$ cat config.mk
export PLATFORM = sky130hd
export DESIGN_NAME = sspc_parser
export DESIGN_NICKNAME = d
export VERILOG_FILES = /design/src/sv/sspc_pkg.sv /design/src/sv/sspc_parser.sv
export SDC_FILE = /design/constraint.sdc
export NUM_CORES = 1
export LEC_CHECK = 0
export BUFFER_PORTS_ARGS = -buffer_cell sky130_fd_sc_hd__buf_2
export CAP_MARGIN = 20
export CELL_PAD_IN_SITES_DETAIL_PLACEMENT = 1
export CELL_PAD_IN_SITES_GLOBAL_PLACEMENT = 2
export CORE_MARGIN = 2
export CORE_UTILIZATION = 34
export DETAILED_ROUTE_END_ITERATION = 8
export PLACE_DENSITY = 0.77
export SLEW_MARGIN = 20
export SYNTH_ARGS = -nofsm -noshare
export SYNTH_HDL_FRONTEND = slang
export SYNTH_SLANG_ARGS = --single-unit
$ cat constraint.sdc
create_clock -name clk -period 4.4 [get_ports clk]
set_clock_uncertainty 0.05 [all_clocks]
set_input_delay 0.88 -clock clk [delete_from_list [all_inputs] [get_ports clk]]
set_output_delay 0.88 -clock clk [all_outputs]
set_load 0.05 [all_outputs]
$ cat src/sv/sspc_pkg.sv
// ----------------------------------------------------------------------------
// sspc_pkg
// Shared types and constants for the servo status packet checker.
// ----------------------------------------------------------------------------
package sspc_pkg;

  // Largest number of data bytes that a status packet can carry.
  localparam int MAX_DATA_BYTES = 8;
  localparam int DATA_W         = 8 * MAX_DATA_BYTES;

  // Packet layout: byte positions within the status packet.
  localparam logic [7:0] HDR_BYTE = 8'hFF;
  localparam logic [3:0] POS_ID   = 4'd2;
  localparam logic [3:0] POS_ERR  = 4'd4;
  localparam logic [3:0] POS_DATA = 4'd5;

  // Millisecond counter saturates at its all-ones value.
  localparam logic [9:0] ELAPSED_MAX = 10'h3FF;

  // Configuration register indexes and reset values.
  localparam logic [1:0] CFG_EXPECTED_ID = 2'd0;
  localparam logic [1:0] CFG_DATA_LEN    = 2'd1;
  localparam logic [1:0] CFG_TIMEOUT_MS  = 2'd2;

  localparam logic [7:0] EXPECTED_ID_RST = 8'd1;
  localparam logic [3:0] DATA_LEN_RST    = 4'd2;
  localparam logic [9:0] TIMEOUT_MS_RST  = 10'd10;

  // Kind of input word.
  typedef enum logic [1:0] {
    MODE_START = 2'd0,
    MODE_BYTE  = 2'd1,
    MODE_TICK  = 2'd2
  } mode_t;

  // Result codes.
  typedef enum logic [1:0] {
    RES_OK      = 2'd0,
    RES_TIMEOUT = 2'd1,
    RES_FRAME   = 2'd2,
    RES_SERVO   = 2'd3
  } result_t;

  // One result word.
  typedef struct packed {
    result_t            code;
    logic [DATA_W-1:0]  read_data;
    logic [7:0]         err_bits;
  } sspc_result_t;

endpackage

$ cat src/sv/sspc_parser.sv
// ----------------------------------------------------------------------------
// sspc_parser
// Packet state and per-word decode: header, ID, checksum and timeout checks.
// ----------------------------------------------------------------------------
module sspc_parser
  import sspc_pkg::*;
(
  input  logic               clk,
  input  logic               rst,
  input  logic               step,
  input  mode_t              mode,
  input  logic [7:0]         rx_byte,
  input  logic [7:0]         expected_id,
  input  logic [3:0]         data_len,
  input  logic [9:0]         timeout_ms,
  output logic               res_fire,
  output sspc_result_t       res
);

  logic              busy;
  logic [3:0]        byte_count;
  logic [7:0]        running_sum;
  logic              frame_bad;
  logic [7:0]        error_byte;
  logic [DATA_W-1:0] data_shift;
  logic [9:0]        elapsed_ms;

  logic              busy_next;
  logic [3:0]        byte_count_next;
  logic [7:0]        running_sum_next;
  logic              frame_bad_next;
  logic [7:0]        error_byte_next;
  logic [DATA_W-1:0] data_shift_next;
  logic [9:0]        elapsed_ms_next;

  logic [3:0]        eff_len;
  logic [3:0]        chk_pos;
  logic [2:0]        lane;
  logic [9:0]        elapsed_inc;
  logic              sum_bad;

  // Data length saturates at the widest packet, and the checksum follows it.
  assign eff_len     = (data_len > 4'(MAX_DATA_BYTES)) ? 4'(MAX_DATA_BYTES) : data_len;
  assign chk_pos     = POS_DATA + eff_len;
  assign lane        = 3'(byte_count - POS_DATA);
  assign elapsed_inc = (elapsed_ms == ELAPSED_MAX) ? elapsed_ms : elapsed_ms + 10'd1;
  assign sum_bad     = (~running_sum) != rx_byte;

  // Next packet state and the result that this word causes.
  always_comb begin
    busy_next        = busy;
    byte_count_next  = byte_count;
    running_sum_next = running_sum;
    frame_bad_next   = frame_bad;
    error_byte_next  = error_byte;
    data_shift_next  = data_shift;
    elapsed_ms_next  = elapsed_ms;
    res_fire         = 1'b0;
    res.code         = RES_OK;
    res.read_data    = '0;
    res.err_bits     = '0;

    unique case (mode)
      MODE_START: begin
        busy_next        = 1'b1;
        byte_count_next  = '0;
        running_sum_next = '0;
        frame_bad_next   = 1'b0;
        error_byte_next  = '0;
        data_shift_next  = '0;
        elapsed_ms_next  = '0;
      end
      MODE_BYTE: begin
        if (busy) begin
          if (byte_count >= chk_pos) begin
            // Checksum byte closes the packet; frame errors win over servo errors.
            res_fire     = 1'b1;
            res.err_bits = error_byte;
            if (frame_bad || sum_bad) begin
              res.code = RES_FRAME;
            end else if (error_byte != 8'd0) begin
              res.code = RES_SERVO;
            end else begin
              res.code      = RES_OK;
              res.read_data = data_shift;
            end
            busy_next        = 1'b0;
            byte_count_next  = '0;
            running_sum_next = '0;
            frame_bad_next   = 1'b0;
            error_byte_next  = '0;
            data_shift_next  = '0;
            elapsed_ms_next  = '0;
          end else begin
            if (byte_count < POS_ID) begin
              if (rx_byte != HDR_BYTE) frame_bad_next = 1'b1;
            end else begin
              if (byte_count == POS_ID && rx_byte != expected_id) frame_bad_next = 1'b1;
              if (byte_count == POS_ERR) error_byte_next = rx_byte;
              if (byte_count >= POS_DATA) begin
                data_shift_next[{lane, 3'b000} +: 8] = data_shift[{lane, 3'b000} +: 8] | rx_byte;
              end
              running_sum_next = running_sum + rx_byte;
            end
            byte_count_next = byte_count + 4'd1;
          end
        end
      end
      MODE_TICK: begin
        if (busy) begin
          if (elapsed_inc >= timeout_ms) begin
            // Timeout aborts the packet.
            res_fire         = 1'b1;
            res.code         = RES_TIMEOUT;
            busy_next        = 1'b0;
            byte_count_next  = '0;
            running_sum_next = '0;
            frame_bad_next   = 1'b0;
            error_byte_next  = '0;
            data_shift_next  = '0;
            elapsed_ms_next  = '0;
          end else begin
            elapsed_ms_next = elapsed_inc;
          end
        end
      end
      default: begin
        // Unused mode code: no effect.
      end
    endcase
  end

  // Packet state registers advance once per accepted word.
  always_ff @(posedge clk) begin
    if (rst) begin
      busy        <= 1'b0;
      byte_count  <= '0;
      running_sum <= '0;
      frame_bad   <= 1'b0;
      error_byte  <= '0;
      data_shift  <= '0;
      elapsed_ms  <= '0;
    end else if (step) begin
      busy        <= busy_next;
      byte_count  <= byte_count_next;
      running_sum <= running_sum_next;
      frame_bad   <= frame_bad_next;
      error_byte  <= error_byte_next;
      data_shift  <= data_shift_next;
      elapsed_ms  <= elapsed_ms_next;
    end
  end

endmodule
==> results of run 1 <==
-- cell usage after synthesis (6+ instances only) --
| master | count | area share, % |
|---|---|---|
| a211oi_1 | 10 | 1.3 |
| a21oi_1 | 29 | 2.5 |
| a21oi_2 | 9 | 1.3 |
| a22o_1 | 40 | 5.9 |
| and2_1 | 17 | 1.8 |
| and3_1 | 67 | 7.1 |
| buf_2 | 10 | 0.85 |
| clkbuf_1 | 19 | 1.2 |
| dfxtp_1 | 96 | 33 |
| ha_1 | 34 | 7.2 |
| inv_1 | 22 | 1.4 |
| mux4_2 | 16 | 6.1 |
| nand2_1 | 41 | 2.6 |
| nand2b_1 | 7 | 0.74 |
| nand3_1 | 20 | 1.7 |
| nand4_1 | 11 | 1.2 |
| nor2_1 | 31 | 2.0 |
| nor2b_1 | 7 | 0.74 |
| nor3_1 | 10 | 0.85 |
| o21ai_0 | 13 | 1.1 |
| o2bb2ai_1 | 33 | 4.9 |
| or2_2 | 7 | 0.74 |
| or4_1 | 6 | 0.76 |
| xnor2_1 | 19 | 2.8 |
-- kinds of logic (layout without fill, tap and decap cells) --
family | after synthesis | in the layout | share of synthesized area [%]
compound gates | 161 | 161 | 21.0
xor+xnor | 23 | 23 | 3.73
fa+ha+maj | 35 | 35 | 7.54
buf+inv | 60 | 157 | 4.64
flops | 96 | 96 | 32.5
mux | 19 | 19 | 6.65
simple gates | 247 | 247 | 23.9
-- through the flow --
step	power (W)	hold WS [ps]
2_1_floorplan	0.00109	379
3_3_place_gp	0.00117	393
3_5_place_dp	0.00118	406
4_1_cts	0.00198	419
5_1_grt	0.00205	443
6_report	0.00197	419
-- sequential cells by signal (all words and copies together) (netlist names) --
register	flops
byte_count	4
frame_bad	1
elapsed_ms	10
data_shift	64
running_sum	8
error_byte	8
busy	1
-- final timing paths --
kind | from | to | slack (ps) | cells after the start
hold / removal | running_sum[4] | running_sum[4] | 420 | 2
setup reg to reg | elapsed_ms[1] | data_shift[35] | 490 | 15
setup / recovery | elapsed_ms[1] | res[72] | 220 | 14
hold reg to reg | running_sum[4] | running_sum[4] | 420 | 2
-- power groups by stage --
stage	clock [W]	sequential (W)	combinational (W)
after floorplan	0	0.000898	0.000191
final	0.000806	0.000880	0.000280
after detailed placement	0	0.000900	0.000280
after CTS	0.000816	0.000880	0.000282
after global placement	0	0.000900	0.000273
after global routing	0.000859	0.000880	0.000306
-- cells in the final DEF (no fill, tap or decap), types with 3 or more instances in the layout --
cell type  netlist  routed
buf_2           10     108
dfxtp_1         96      95
and3_1          67      67
nand2_1         41      41
a22o_1          40      40
o2bb2ai_1       33      33
ha_1            34      33
nor2_1          31      30
a21oi_1         29      29
inv_1           22      22
nand3_1         20      20
xnor2_1         19      19
and2_1          17      17
mux4_2          16      16
o21ai_0         13      13
nand4_1         11      11
a211oi_1        10      10
nor3_1          10       9
a21oi_2          9       9
clkbuf_16        0       9
buf_4            3       9
nor2b_1          7       7
nand2b_1         7       7
or2_2            7       7
or4_1            6       6
nor3_2           5       6
a31oi_1          5       5
o21ai_1          4       4
xor2_1           3       3
a21o_1           3       3
or3_1            3       3
-- per-layer routing --
metal,global-route usage (%),up-vias,share of wire [%]
met5,0,-,0
met4,5.61,0,2.2
met3,3.55,20,3.8
met2,39.4,109,51
met1,27.2,2640,43
li1,-,2565,-
-- repair_timing --
item | in CTS | in global routing
hold buffers | 0 | 0
resized for setup | 0 | 6
setup endpoints to repair | 0 | 8
-- worst max-delay path: cells and delay by family (launching register included) --
family | cells | cell delay, ps
simple gates | 7 | 1020
buf+inv | 1 | 310
compound gates | 3 | 500
fa+ha+maj | 2 | 550
flops | 1 | 370
xor+xnor | 1 | 150
-- final cells by class --
cell class                      instances  area share [%]
Sequential cell                        96            27.6
Timing Repair Buffer                  119            9.30
Multi-Input combinational cell        485            53.6
Clock buffer                           10            3.29
Inverter                               23            1.24
Clock inverter                          5           0.934
Tap cell                              225            4.04
==> reports/qor.csv, run 1 <==
metric;value;unit
status;finished, final reports clean;
grt_overflow;0;
stdcell_count;963;
slew_headroom;26.4;%
worstSetupPathType;reg -> out;
syn_to_final_growth;17.9;%
synth.distinct_cells;66;
cap_violations;0;
synth-edff-count;0;
postLayoutCoreUtil;40.7;%
syn_area;0.00591;mm2
worstSetupStartpointType;flop;
pwr-share-comb;14.2;%
cts_num_sinks;96;
port-buffer-count;109;
netSwitchingFraction;28.1;%
track_usage;21.9;%
clockPowerShare;41.0;%
placed_cells;948;
max-clock-path-buffers;2;
path_cells;ha_2 -> nand2_1 -> nor2_4 -> nand3_1 -> nand2b_1 -> nor2_1 -> xor2_1 -> ha_1 -> nand4_1 -> nor3_2 -> a211oi_1 -> a211o_1 -> o41ai_2 -> buf_2;
grt_pass1_vias;5544;
final_area;0.00697;mm2
seq_area_frac_synth;32.5;%
setup_ws;220;ps
drt_iter0_drc;221;
start_util;34.5;%
gp_congestion;0.874;
synthFlopType;dfxtp_1;
synthCells;641;
min_period;4180;ps
wl_per_cell;20.5;um
drv_slew;0;
antenna_found_initial;0;
viasPerCell;5.54;
cts_tree;built;
firstDrtPassIters;4;
fillers;2018;
cts_buffers;9;
hold_violations;0;
die_w;136;um
ys_seq_elements;96;
clkTransAtPathRegs;70;ps
ant_nets;0;
worst_slew_pin_slew;1100;ps
grt_max_degree;66;
async_flop_share;0;%
max_freq;0.239;GHz
nNetsFinal;804;
seqPwrFrac;44.8;%
syn_nets;711;
post-dp-hpwl;14400;um
die_area;0.0184;mm2
hold_path.class;reg -> reg;
cp.required;3470;ps
rows;48;
clk_latency;350;ps
vias;5334;
end_kind;output pin;
setup_violations;0;
die_h;136;um
cp_max_fo;5;
grt_pass1_wl;31300;um
diodes;0;
drive_gt1_share;26.2;%
tns;0;ps
drc_errors;0;
core_area;0.0171;mm2
h-tree-depth;3;
worstPathArrival;3250;ps
internal_power;0.00141;W
detailed_place.area;0.00666;mm2
post-place-ws;218;ps
synth_area_per_cell;9.22;um2
peakVddDrop;0.202;mV
p_switching;0.000552;W
powerDensity;282;mW/mm2
multiInputGateArea;0.00373;mm2
seq_area;0.00192;mm2
io_pins;110;
wl;19700;um
clockRootBuffer;clkbuf_16;
synth_warnings;0;
p_leak;3.11;nW
timing.final.crit_share;95.0;%
post-cts-setup-buffers;0;
cp_slowest_cell;dfxtp_1;
slowest_delay;370;ps
No activity file was read; power rests on OpenSTA's default activity.
==> run 2: changes to the inputs <==
- CORE_MARGIN: 2 -> 5
- CTS_BUF_LIST: default -> sky130_fd_sc_hd__clkbuf_8 sky130_fd_sc_hd__clkbuf_16
==> run 2 against run 1 <==
Against the previous run: non-clock buffer count up 2; hold slack worse by 3.9 ps; cell area grew 0.34%; critical path type is now in -> out; largest power group unchanged; highest routed layer unchanged.
==> reports/qor.csv, run 2 (synthesized netlist as in run 1, its figures left out) <==
metric;value;unit;change
drive_gt1_share;26.7;%;+0.57 points
p_leak;3.13;nW;+0.51%
diodes;0;;unchanged
final_cell_mix;107 x buf_2, 95 x dfxtp_1, 67 x and3_1;;
core_area;0.0172;mm2;+0.35%
end_kind;output pin;;
reg.largest.list;data_shift (64), elapsed_ms (10);;
cts_hold_buf;0;;unchanged
post-dp-hpwl;15100;um;+5.4%
min-delay-start;running_sum[5];;
drt_iter0_drc;259;;+17%
syn_to_final_growth;18.3;%;
cp_slowest_cell;and3_1;;
die_area;0.0201;mm2;+9.0%
post-place-ws;203;ps;-14.9 ps
track_usage;20.2;%;-1.7 points
max_freq;0.238;GHz;-0.61%
slew_headroom;30.2;%;+3.8 points
clockRootBuffer;clkbuf_16;;
drc_errors;0;;unchanged
tns;0;ps;unchanged
start_util;34.4;%;-0.12 points
ant_nets;0;;unchanged
hold_violations;0;;unchanged
min_path_cells;2;;unchanged
cts_buffers;9;;unchanged
viasPerCell;5.57;;+0.55%
reg2reg_depth;15;;unchanged
cp_top_family;simple AND/OR/NAND/NOR gates;;
min_to;running_sum[5];;
h-tree-depth;3;;unchanged
cp_max_fo;64;;+59
cap_violations;0;;unchanged
grt_pass1_vias;5824;;+5.1%
largest_register;data_shift;;
startpoint;data_len[0];;
setup_violations;0;;unchanged
max-clock-path-buffers;2;;unchanged
clk_latency;360;ps;about the same
cp.required;3470;ps;about the same
worst_slew_pin_slew;1050;ps;-56.6 ps
path_cells;buf_2 -> nor2b_1 -> ha_1 -> xnor2_1 -> ha_1 -> o21ai_1 -> o21ai_1 -> and3_1 -> buf_12 -> and3_1 -> buf_2;;
worstSetupPathType;in -> out;;
grt_overflow;0;;unchanged
ff2ff_setup_slack;450;ps;-40 ps
die_h;142;um;+4.4%
gp_congestion;0.879;;+0.51%
cts_num_sinks;96;;unchanged
largest_reg_flops;64;;unchanged
status;finished, final reports clean;;
firstDrtPassIters;4;;unchanged
cp_num_buf_inv;3;;+2
clkTransAtPathRegs;70;ps;about the same
grt_max_degree;65;;-1.5%
final_common_cell;buf_2;;
vias;5380;;+0.86%
grt_pass1_wl;32100;um;+2.4%
port-buffer-count;109;;unchanged
hold_path.class;reg -> reg;;
wl_per_cell;21.0;um;+2.5%
powerDensity;279;mW/mm2;-1.0%
rows;48;;unchanged
worstSetupStartpointType;input port;;
io_pins;110;;unchanged
setup_ws;194;ps;-25.7 ps
timing.final.crit_share;95.6;%;+0.58 points
r2r_end;data_shift[34];;
peakVddDrop;0.189;mV;-6.6%
antenna_found_initial;0;;unchanged
nNetsFinal;806;;+0.25%
slowest_delay;320;ps;-50 ps
drv_slew;0;;unchanged
timing.hold.ws;415;ps;-3.86 ps
wl;20300;um;+2.8%
die_w;142;um;+4.4%
worstPathArrival;3280;ps;+30 ps
min_period;4210;ps;+25.7 ps
rr_startpoint;elapsed_ms[1];;
cts_tree;built;;
-- run 2: changes by cell type in the layout (fill, tap and decap cells not counted), sizes merged --
cell and change:
buf +2, bufinv -1, clkbuf -1, inv +3
-- run 2: tightest hold or removal path: stages, from the launching register on --
cell     delay [ps]
dfxtp_1         320
nand2_1          50
a21oi_1          50
-- run 2: stage by stage --
| step | std cells | power, W | utilization [%] | instance area [um2] |
|---|---|---|---|---|
| after global placement | 950 | 0.00117 | 38.9 | 6670 |
| final | 966 | 0.00195 | 40.7 | 6990 |
| after detailed placement | 950 | 0.00118 | 38.9 | 6670 |
| after floorplan | 641 | 0.00109 | - | 5910 |
| after global routing | 966 | 0.00203 | 40.7 | 6990 |
| after CTS | 966 | 0.00197 | 40.6 | 6980 |
-- run 2: how the worst max path moves through the flow --
stage,endpoint,slack (ps),cells past startpoint
2_1_floorplan,res_fire,340,8
3_3_place_gp,res[31],280,11
3_5_place_dp,res[52],200,11
4_1_cts,res_fire,60,14
5_1_grt,res_fire,-7,13
6_report,res[52],190,11
-- run 2: timing repair --
action                     4_1_cts  5_1_grt
gates resized for setup          3        4
buffers inserted                 0        0
hold endpoints to repair         0        0
pin swaps                        0        1
setup endpoints to repair        2        2
-- run 2: final cells by class --
cell class                      count  area, um2
Clock buffer                        9        225
Clock inverter                      7       70.1
Fill cell                        2057      10200
Inverter                           23       86.3
Multi-Input combinational cell    485       3740
Sequential cell                    96       1920
Tap cell                          225        282
Timing Repair Buffer              121        666
-- run 2: layer usage --
layer	wire (um)	up-vias	GRT usage (%)	share of wire, %
li1	-	2574	-	-
met1	8660	2661	25.0	43
met2	10300	117	35.6	51
met3	729	28	2.46	3.6
met4	592	0	7.98	2.9
met5	0	-	0	0
-- run 2: power breakdown --
group	switching (W)	internal, W
Combinational	0.000186	0.0000951
Sequential	0.00000637	0.000873
Clock	0.000390	0.000402
